[config.mk]
export PLATFORM = sky130hd
export DESIGN_NAME = encoder_menu_time_setter
export DESIGN_NICKNAME = d
export VERILOG_FILES = /design/src/sv/emts_pkg.sv /design/src/sv/emts_time_edit.sv /design/src/sv/encoder_menu_time_setter.sv
export SDC_FILE = /design/constraint.sdc
export NUM_CORES = 1
export LEC_CHECK = 0
export BUFFER_PORTS_ARGS = -buffer_cell sky130_fd_sc_hd__buf_2
export CAP_MARGIN = 20
export CORE_MARGIN = 2
export CORE_UTILIZATION = 50
export CTS_CLUSTER_SIZE = 28
export DETAILED_ROUTE_END_ITERATION = 10
export GPL_TIMING_DRIVEN = 1
export PLACE_DENSITY = 0.7
export SLEW_MARGIN = 10
export SYNTH_ARGS = -nofsm -noshare
export SYNTH_HDL_FRONTEND = slang
export SYNTH_SLANG_ARGS = --single-unit
[constraint.sdc]
create_clock -name clk -period 21.1 [get_ports clk]
set_clock_uncertainty 0.1 [all_clocks]
set_input_delay 4.22 -clock clk [delete_from_list [all_inputs] [get_ports clk]]
set_output_delay 4.22 -clock clk [all_outputs]
set_load 0.01 [all_outputs]
[src/sv/emts_pkg.sv]
// Shared types, codes and calendar helpers for the encoder menu time setter.
package emts_pkg;

  // Field widths of one time stamp
  localparam int unsigned YEAR_W   = 12;
  localparam int unsigned MONTH_W  = 4;
  localparam int unsigned DAY_W    = 5;
  localparam int unsigned HOUR_W   = 5;
  localparam int unsigned MINUTE_W = 6;

  // Calendar constants
  localparam logic [11:0] YEAR_LOW   = 12'd2000;
  localparam logic [6:0]  HUNDRED    = 7'd100;
  // floor(v / 100) == (v * 1311) >> 17, exact for v below 4699
  localparam logic [10:0] RECIP_100  = 11'd1311;

  localparam logic [4:0] MONTH_LEN [12] = '{
    5'd31, 5'd28, 5'd31, 5'd30, 5'd31, 5'd30,
    5'd31, 5'd31, 5'd30, 5'd31, 5'd30, 5'd31
  };

  // Command codes
  localparam logic [1:0] CMD_UPDATE = 2'd0;
  localparam logic [1:0] CMD_OPEN   = 2'd1;
  localparam logic [1:0] CMD_DONE   = 2'd2;

  // Button events
  localparam logic [1:0] BTN_CLICK  = 2'd1;
  localparam logic [1:0] BTN_LONG   = 2'd2;

  // Action codes
  localparam logic [2:0] ACT_NONE   = 3'd0;
  localparam logic [2:0] ACT_SET    = 3'd1;
  localparam logic [2:0] ACT_EJECT  = 3'd2;
  localparam logic [2:0] ACT_ERASE  = 3'd3;
  localparam logic [2:0] ACT_CLOSE  = 3'd4;

  // Root menu entries
  localparam logic [1:0] ROOT_SET   = 2'd0;
  localparam logic [1:0] ROOT_EJECT = 2'd1;
  localparam logic [1:0] ROOT_ERASE = 2'd2;

  // Time edit field index
  localparam logic [2:0] FIELD_YEAR   = 3'd0;
  localparam logic [2:0] FIELD_MONTH  = 3'd1;
  localparam logic [2:0] FIELD_DAY    = 3'd2;
  localparam logic [2:0] FIELD_HOUR   = 3'd3;
  localparam logic [2:0] FIELD_MINUTE = 3'd4;
  localparam logic [2:0] FIELD_DONE   = 3'd5;

  typedef enum logic [1:0] {
    SCR_ROOT,
    SCR_TIME,
    SCR_CONFIRM,
    SCR_RESULT
  } screen_t;

  typedef struct packed {
    logic [11:0] year;
    logic [3:0]  month;
    logic [4:0]  day;
    logic [4:0]  hour;
    logic [5:0]  minute;
  } tstamp_t;

  // Request to the time edit unit
  typedef struct packed {
    logic [2:0]        field;
    logic signed [4:0] delta;
  } edit_req_t;

  typedef struct packed {
    logic [6:0] q;
    logic [6:0] r;
  } div100_t;

  typedef struct packed {
    logic [2:0] action;
    logic       menu_open;
    logic [1:0] screen;
    logic [1:0] highlighted;
    logic [2:0] edit_field;
    tstamp_t    tm;
  } res_t;

  // Quotient and remainder by 100 through a reciprocal multiply
  function automatic div100_t div100(input logic [12:0] v);
    logic [23:0] prod;
    div100_t     res;
    prod  = 24'(v) * 24'(RECIP_100);
    res.q = prod[23:17];
    res.r = 7'(v - 13'(res.q) * 13'(HUNDRED));
    return res;
  endfunction

  // Gregorian leap rule for any 12-bit year
  function automatic logic leap_year(input logic [11:0] y);
    div100_t d;
    d = div100({1'b0, y});
    return (y[1:0] == 2'b00) && ((d.r != 7'd0) || (d.q[1:0] == 2'b00));
  endfunction

  // Month length; a month outside 1..12 counts 31 days
  function automatic logic [4:0] month_days(input logic leap, input logic [3:0] m);
    logic [4:0] len;
    if ((m == 4'd0) || (m > 4'd12)) begin
      len = 5'd31;
    end else if (m == 4'd2) begin
      len = leap ? 5'd29 : 5'd28;
    end else begin
      len = MONTH_LEN[4'(m - 4'd1)];
    end
    return len;
  endfunction

  // Pull a day into 1..last
  function automatic logic [4:0] clamp_day(input logic [4:0] day, input logic [4:0] last);
    logic [4:0] v;
    v = (day > last) ? last : day;
    if (v == 5'd0) begin
      v = 5'd1;
    end
    return v;
  endfunction

endpackage

[src/sv/emts_time_edit.sv]
// Time edit unit: wraps the selected time field by a signed step count.
module emts_time_edit (
  input  emts_pkg::edit_req_t req_i,
  input  emts_pkg::tstamp_t   time_i,
  output emts_pkg::tstamp_t   time_o
);
  import emts_pkg::*;

  logic signed [4:0] d;
  logic [12:0]       yr_sum;
  div100_t           yr_div;
  logic [11:0]       yr_new;
  logic              yr_leap;
  logic              cur_leap;
  logic signed [5:0] mon_t;
  logic [3:0]        mon_new;
  logic [4:0]        day_last;
  logic signed [6:0] last_s;
  logic signed [6:0] day_t;
  logic signed [6:0] hr_t;
  logic signed [7:0] min_t;

  assign d = req_i.delta;

  // Year: 2000 is a multiple of 100, so only the remainder of year + d matters
  assign yr_sum = 13'(time_i.year) + 13'(d) + 13'(HUNDRED);
  assign yr_div = div100(yr_sum);
  assign yr_new = YEAR_LOW + 12'(yr_div.r);
  // 2000 is a leap century, so every fourth year of the range is leap
  assign yr_leap = (yr_div.r[1:0] == 2'b00);

  assign cur_leap = leap_year(time_i.year);
  assign day_last = month_days(cur_leap, time_i.month);
  assign last_s   = $signed({2'b00, day_last});

  // Month: wrap within 1..12
  always_comb begin
    mon_t = $signed({2'b00, time_i.month}) + 6'(d) - 6'sd1;
    if (mon_t < 6'sd0) begin
      mon_t = mon_t + 6'sd24;
    end
    if (mon_t >= 6'sd24) begin
      mon_t = mon_t - 6'sd24;
    end else if (mon_t >= 6'sd12) begin
      mon_t = mon_t - 6'sd12;
    end
    mon_new = 4'(mon_t + 6'sd1);
  end

  // Day: wrap within 1..month length
  always_comb begin
    day_t = $signed({2'b00, time_i.day}) + 7'(d) - 7'sd1;
    if (day_t < 7'sd0) begin
      day_t = day_t + last_s;
    end else if (day_t >= last_s) begin
      day_t = day_t - last_s;
    end
  end

  // Hour and minute wrap
  always_comb begin
    hr_t = $signed({2'b00, time_i.hour}) + 7'(d);
    if (hr_t < 7'sd0) begin
      hr_t = hr_t + 7'sd24;
    end else if (hr_t >= 7'sd24) begin
      hr_t = hr_t - 7'sd24;
    end
    min_t = $signed({2'b00, time_i.minute}) + 8'(d);
    if (min_t < 8'sd0) begin
      min_t = min_t + 8'sd60;
    end else if (min_t >= 8'sd60) begin
      min_t = min_t - 8'sd60;
    end
  end

  // Select the edited field; year and month changes re-clamp the day
  always_comb begin
    time_o = time_i;
    case (req_i.field)
      FIELD_YEAR: begin
        time_o.year = yr_new;
        time_o.day  = clamp_day(time_i.day, month_days(yr_leap, time_i.month));
      end
      FIELD_MONTH: begin
        time_o.month = mon_new;
        time_o.day   = clamp_day(time_i.day, month_days(cur_leap, mon_new));
      end
      FIELD_DAY: begin
        time_o.day = 5'(day_t + 7'sd1);
      end
      FIELD_HOUR: begin
        time_o.hour = 5'(hr_t);
      end
      FIELD_MINUTE: begin
        time_o.minute = 6'(min_t);
      end
      default: begin
        time_o = time_i;
      end
    endcase
  end

endmodule

[src/sv/encoder_menu_time_setter.sv]
// Menu controller for a rotary encoder and push button, with time editing.
//
// Input channel (in_valid/in_ready): one word per event. in_cmd selects an
// update (encoder steps in in_detents and a button event), an open that
// copies the in_now_* clock time, or an action completed notice.
// Result channel (out_valid/out_ready): exactly one word per input word,
// in order, with the requested action, the menu screen and the edited time.
// No configuration.
//
// Each word is held in the input register, then passes the menu decode
// and calendar arithmetic into the result register that drives out_valid.
// One word is accepted every cycle while out_ready is high; the longest
// path is the divide-by-100 reciprocal multiply of the year wrap and
// leap test.
//
// Reset (rst_n low, synchronous) closes the menu, returns to the root
// entry and empties both registers. When the receiver holds out_ready low
// the result register keeps its word and the input register takes one
// more word, then in_ready drops until the result is taken.
module encoder_menu_time_setter (
  input  logic              clk,
  input  logic              rst_n,
  input  logic              in_valid,
  output logic              in_ready,
  input  logic [1:0]        in_cmd,
  input  logic signed [4:0] in_detents,
  input  logic [1:0]        in_button,
  input  logic [11:0]       in_now_year,
  input  logic [3:0]        in_now_month,
  input  logic [4:0]        in_now_day,
  input  logic [4:0]        in_now_hour,
  input  logic [5:0]        in_now_minute,
  output logic              out_valid,
  input  logic              out_ready,
  output logic [2:0]        out_action,
  output logic              out_menu_open,
  output logic [1:0]        out_screen,
  output logic [1:0]        out_highlighted,
  output logic [2:0]        out_edit_field,
  output logic [11:0]       out_year,
  output logic [3:0]        out_month,
  output logic [4:0]        out_day,
  output logic [4:0]        out_hour,
  output logic [5:0]        out_minute
);
  import emts_pkg::*;

  // Input register
  logic              s1_valid_r;
  logic [1:0]        s1_cmd_r;
  logic signed [4:0] s1_det_r;
  logic [1:0]        s1_btn_r;
  tstamp_t           s1_now_r;
  logic              s1_fire;

  // Menu state
  logic    open_r, open_nxt;
  screen_t screen_r, screen_nxt;
  logic [1:0] rc_r, rc_nxt;
  logic [2:0] field_r, field_nxt;
  logic    yes_r, yes_nxt;
  tstamp_t edit_r, edit_nxt;
  tstamp_t copy_r, copy_nxt;

  // Result register
  logic out_valid_r;
  res_t res_r, res_nxt;

  // Decode helpers
  edit_req_t  req;
  tstamp_t    edit_adj;
  tstamp_t    now_fix;
  logic       det_nz;
  logic [1:0] rc_sel;
  logic       yes_sel;
  logic [2:0] field_sel;
  logic [2:0] act;

  assign s1_fire  = s1_valid_r && (!out_valid_r || out_ready);
  assign in_ready = !s1_valid_r || !out_valid_r || out_ready;

  // Take a word whenever the input register is free or drains this cycle
  always_ff @(posedge clk) begin
    if (!rst_n) begin
      s1_valid_r <= 1'b0;
    end else if (in_ready) begin
      s1_valid_r <= in_valid;
    end
  end

  always_ff @(posedge clk) begin
    if (in_valid && in_ready) begin
      s1_cmd_r        <= in_cmd;
      s1_det_r        <= in_detents;
      s1_btn_r        <= in_button;
      s1_now_r.year   <= in_now_year;
      s1_now_r.month  <= in_now_month;
      s1_now_r.day    <= in_now_day;
      s1_now_r.hour   <= in_now_hour;
      s1_now_r.minute <= in_now_minute;
    end
  end

  // Field edit on the current time
  assign req.field = field_r;
  assign req.delta = s1_det_r;

  emts_time_edit u_time_edit (
    .req_i  (req),
    .time_i (edit_r),
    .time_o (edit_adj)
  );

  // Clock copy on open, with the day clamped to its month
  always_comb begin
    now_fix     = s1_now_r;
    now_fix.day = clamp_day(s1_now_r.day,
                            month_days(leap_year(s1_now_r.year), s1_now_r.month));
  end

  assign det_nz    = (s1_det_r != 5'sd0);
  assign rc_sel    = rc_r + s1_det_r[1:0];
  assign yes_sel   = yes_r ^ det_nz;
  assign field_sel = (field_r < FIELD_DONE) ? field_r + 3'd1 : field_r;

  // Next menu state and action
  always_comb begin
    open_nxt   = open_r;
    screen_nxt = screen_r;
    rc_nxt     = rc_r;
    field_nxt  = field_r;
    yes_nxt    = yes_r;
    edit_nxt   = edit_r;
    copy_nxt   = copy_r;
    act        = ACT_NONE;
    case (s1_cmd_r)
      CMD_UPDATE: begin
        if (open_r) begin
          if (s1_btn_r == BTN_LONG) begin
            if (screen_r == SCR_ROOT) begin
              open_nxt = 1'b0;
              act      = ACT_CLOSE;
            end else begin
              screen_nxt = SCR_ROOT;
              field_nxt  = FIELD_YEAR;
              yes_nxt    = 1'b0;
            end
          end else begin
            case (screen_r)
              SCR_ROOT: begin
                rc_nxt = rc_sel;
                if (s1_btn_r == BTN_CLICK) begin
                  case (rc_sel)
                    ROOT_SET: begin
                      edit_nxt   = copy_r;
                      screen_nxt = SCR_TIME;
                      field_nxt  = FIELD_YEAR;
                      yes_nxt    = 1'b0;
                    end
                    ROOT_EJECT: begin
                      act = ACT_EJECT;
                    end
                    ROOT_ERASE: begin
                      screen_nxt = SCR_CONFIRM;
                      field_nxt  = FIELD_YEAR;
                      yes_nxt    = 1'b0;
                    end
                    default: begin
                      open_nxt = 1'b0;
                      act      = ACT_CLOSE;
                    end
                  endcase
                end
              end
              SCR_TIME: begin
                if (det_nz) begin
                  edit_nxt = edit_adj;
                end
                if (s1_btn_r == BTN_CLICK) begin
                  field_nxt = field_sel;
                  if (field_sel >= FIELD_DONE) begin
                    copy_nxt = edit_nxt;
                    act      = ACT_SET;
                  end
                end
              end
              SCR_CONFIRM: begin
                yes_nxt = yes_sel;
                if (s1_btn_r == BTN_CLICK) begin
                  if (yes_sel) begin
                    act = ACT_ERASE;
                  end else begin
                    screen_nxt = SCR_ROOT;
                    field_nxt  = FIELD_YEAR;
                    yes_nxt    = 1'b0;
                  end
                end
              end
              default: begin
                if (s1_btn_r == BTN_CLICK) begin
                  screen_nxt = SCR_ROOT;
                  field_nxt  = FIELD_YEAR;
                  yes_nxt    = 1'b0;
                end
              end
            endcase
          end
        end
      end
      CMD_OPEN: begin
        open_nxt   = 1'b1;
        rc_nxt     = ROOT_SET;
        screen_nxt = SCR_ROOT;
        field_nxt  = FIELD_YEAR;
        yes_nxt    = 1'b0;
        edit_nxt   = now_fix;
        copy_nxt   = now_fix;
      end
      CMD_DONE: begin
        screen_nxt = SCR_RESULT;
      end
      default: begin
        act = ACT_NONE;
      end
    endcase

    // Build the result word; a closed menu shows only action and menu_open
    res_nxt           = '0;
    res_nxt.action    = act;
    res_nxt.menu_open = open_nxt;
    if (open_nxt) begin
      res_nxt.screen = screen_nxt;
      if (screen_nxt == SCR_ROOT) begin
        res_nxt.highlighted = rc_nxt;
      end else if (screen_nxt == SCR_CONFIRM) begin
        res_nxt.highlighted = {1'b0, yes_nxt};
      end
      if (screen_nxt == SCR_TIME) begin
        res_nxt.edit_field = field_nxt;
      end
      res_nxt.tm = edit_nxt;
    end
  end

  // Advance menu state as each word leaves the input register
  always_ff @(posedge clk) begin
    if (!rst_n) begin
      open_r   <= 1'b0;
      screen_r <= SCR_ROOT;
      rc_r     <= ROOT_SET;
      field_r  <= FIELD_YEAR;
      yes_r    <= 1'b0;
    end else if (s1_fire) begin
      open_r   <= open_nxt;
      screen_r <= screen_nxt;
      rc_r     <= rc_nxt;
      field_r  <= field_nxt;
      yes_r    <= yes_nxt;
    end
  end

  always_ff @(posedge clk) begin
    if (s1_fire) begin
      edit_r <= edit_nxt;
      copy_r <= copy_nxt;
      res_r  <= res_nxt;
    end
  end

  // Hold the result until taken
  always_ff @(posedge clk) begin
    if (!rst_n) begin
      out_valid_r <= 1'b0;
    end else if (s1_fire) begin
      out_valid_r <= 1'b1;
    end else if (out_ready) begin
      out_valid_r <= 1'b0;
    end
  end

  assign out_valid       = out_valid_r;
  assign out_action      = res_r.action;
  assign out_menu_open   = res_r.menu_open;
  assign out_screen      = res_r.screen;
  assign out_highlighted = res_r.highlighted;
  assign out_edit_field  = res_r.edit_field;
  assign out_year        = res_r.tm.year;
  assign out_month       = res_r.tm.month;
  assign out_day         = res_r.tm.day;
  assign out_hour        = res_r.tm.hour;
  assign out_minute      = res_r.tm.minute;

  // Field index never passes the done position
  a_field_sat: assert property (@(posedge clk) disable iff (!rst_n)
    field_r <= FIELD_DONE)
    else $error("field index beyond done");

  // A closed menu shows no screen details
  a_closed_blank: assert property (@(posedge clk) disable iff (!rst_n)
    out_valid && !out_menu_open |->
      out_screen == 2'd0 && out_highlighted == 2'd0 && out_edit_field == 3'd0)
    else $error("closed menu shows screen details");

  // Close action always leaves the menu closed
  a_close_shut: assert property (@(posedge clk) disable iff (!rst_n)
    out_valid && out_action == ACT_CLOSE |-> !out_menu_open)
    else $error("close action with menu open");

  // Set time only at the end of the field walk on the time screen
  a_set_done: assert property (@(posedge clk) disable iff (!rst_n)
    out_valid && out_action == ACT_SET |->
      out_screen == SCR_TIME && out_edit_field == FIELD_DONE)
    else $error("set time before last field");

  // An open menu never shows day zero
  a_day_nonzero: assert property (@(posedge clk) disable iff (!rst_n)
    out_valid && out_menu_open |-> out_day != 5'd0)
    else $error("day of month is zero");

  // Back pressure reaches the input only with both registers full
  a_stall_full: assert property (@(posedge clk) disable iff (!rst_n)
    !in_ready |-> s1_valid_r && out_valid_r)
    else $error("input stalled with free register");

endmodule
==> results by group <==
Status
  • Status: finished clean

Drt
  • Per-cell routed wire length: 19.0 um
  • Antenna Violating Nets Remaining: 0
  • Via count: 14.8k
  • Drt drc: 0
  • Routed vias/inst: 5.77
  • First-pass detailed-route iteration total: 6
  • WL final: 48700 um
  • DRC marker count from the first detailed-route iteration: 1127

Cells and area
  • Commonest non-fill, non-tap cell in the layout: ha_1
  • Layout cells sized above 1: 7.92%
  • Most frequent cells in the layout: ha_1 (345), inv_1 (326), edfxtp_1 (148)
  • Nets: 2573
  • Synthesis-to-finish area growth: 8.89%
  • Number of diodes: 0

Logic synthesis
  • Largest family of logic cells by synthesized area: adder cells
  • Mux contribution to synthesized area: 0.856%
  • Synth cell types: 80
  • Syn Area/Cell: 9.57 um^2
  • Syn Nets: 2497
  • Share of the synthesized area in the top cell type: 23.6%
  • Area contributors post-synth: edfxtp_1 (24%), ha_1 (23%), fa_1 (15%), inv_1 (6.5%), a21oi_1 (3.1%)
  • Post-Synth Adder-Cell Area: 37.6%
  • Synth Area in Simple Gates: 10.7%
  • Post-Synth XOR/XNOR Area: 4.21%
  • Yosys warns: 0
  • EDFF count, synth: 148
  • Leading area contributor after synthesis: edfxtp_1
  • Ys async rst share: 0%
  • Mapped Area: 18900 um^2
  • Cells after Synth: 1969
  • Sequential area share after synthesis: 24.7%
  • Synthesis-stage register bit count: 159
  • Prevailing post-synth register cell: edfxtp_1
  • Compound-cell area share of the yosys netlist: 14.4%

Floorplanning
  • Die width: 198 um
  • Standard-cell rows: 71
  • Core ar.: 37400 um^2
  • I/O pin count: 90
  • Starting density of the core: 50.4%
  • Die Height: 198 um
  • Die area: 39300 um^2

Worst setup path
  • CP max stage cell: edfxtp_1
  • Delay-heaviest family, CP: adder cells
  • CP max FO: 9
  • CP Capture Type: register
  • Worst Path Arrival: 10.89 ns
  • Req. time, crit path: 21.19 ns
  • CP peak stage delay: 0.53 ns
  • Startpoint Class: register
  • Critical path type: reg2reg
  • Buf/Inv on CP: 7
  • Top cell by count, worst path: inv_1

Clock network
  • Clock sinks: 159
  • Resize count post-CTS: 0
  • Clock root buffer: clkbuf_16
  • Post CTS Setup Buffer Count: 0
  • Worst skew pair latency: 0.45 ns
  • H-tree Lvls: 4
  • Max clock buf depth: 2
  • Worst-path clk slew: 0.07 ns
  • TritonCTS buffer count: 17
  • CTS tree: yes
  • Hold Buf Count CTS: 0

Hold path
  • Worst min path class: reg2reg

Timing
  • Final worst path period share: 51.2%
  • RSZ-0062 raised after global routing: false
  • Min setup slack post-route: 10.30 ns
  • Setup tns final: 0 ns
  • Final Hold Fails: 0
  • Fmax: 0.0925 GHz
  • Crit path time final: 10.81 ns
  • Slew HR: 20.1%
  • Actual slew at the worst max-slew pin: 1.19 ns
  • Setup violators final: 0
  • Final Slew Violations: 0

Global route
  • Total grt overflow: 0
  • Vias in the first global route: 15.0k
  • GRT Total Usage: 25.7%
  • First-pass GRT wire length: 78000 um
  • Largest net degree at the start of global routing: 62
  • Antenna violations before repair: 0

Job
  • Max cap viols: 0

Place
  • Routability congestion estimate: 0.918
  • Pre-CTS setup slack: 10.40 ns
  • I/O Buffers: 89
  • HPWL after DPL: 37400 um
kinds of logic (layout without fill, tap and decap cells):
family / after synthesis / after routing
and+or+nand+nor: 435 / 435
xor gates and xnor gates: 85 / 85
adders and majority gates: 483 / 483
muxes: 16 / 16
AOI/OAI and AO/OA: 414 / 414
DFF: 159 / 159
buffers and inverters: 377 / 466
metal layers:
metal	part of all wire, %	vias to the layer above	GRT usage, %	routed length, um
met3	8.4	122	4.75	4070
met5	0	-	0	0
met1	41	7110	32.8	19800
met4	4.0	0	11.4	1940
met2	47	615	42.6	22900
li1	-	6979	-	-
final timing paths:
kind,start,endpoint,slack (ns),depth (start not counted)
setup / recovery,edit_r[22],out_year[8],10.30,47
hold / removal,s1_valid_r,out_valid,0.43,1
setup reg to reg,edit_r[22],out_year[8],10.30,47
hold reg to reg,s1_valid_r,out_valid,0.43,1
sequential cells by signal, summed over array words and instances (netlist names), 4 cells and up:
signal	cells
out_minute	6
out_hour	5
s1_det_r	5
now_fix	27
edit_r	32
out_year	12
out_month	4
out_day	5
copy_r	32
s1_now_r	5
cells in the mapped netlist (11+ instances only):
library cell	count
a21o_1	24
o21ai_0	81
fa_1	138
a211oi_1	20
a21oi_1	116
a22oi_1	15
a31oi_1	26
mux2i_1	15
nand3_1	31
xor2_1	25
and2_1	34
xnor2_1	56
nor3_1	21
nor2_1	139
inv_1	327
nor2b_1	16
edfxtp_1	148
nand2_1	128
dfxtp_1	11
clkbuf_1	45
o22ai_1	15
ha_1	345
stage by stage:
stage	util [%]	instance area, um^2	hold WS, ns	instances
finish	54.9	20500	0.432	2569
CTS	54.9	20500	0.438	2569
global placement	53.2	19900	0.398	2537
floorplan	-	18900	0.386	1969
global route	54.9	20500	0.463	2569
detailed placement	53.2	19900	0.423	2537
final cells by class:
cell class	instances	area, um^2
fillers	3289	16900
flip-flops and latches	159	4660
inverters	328	1230
clock buffers	17	425
clock inverters	15	199
well taps	511	639
repair buffers	106	573
multi-input cells	1433	12800
Power is left out: the tool's default activity adds up to more than one toggle a clock period on the data nets, which glitch-free logic cannot reach.
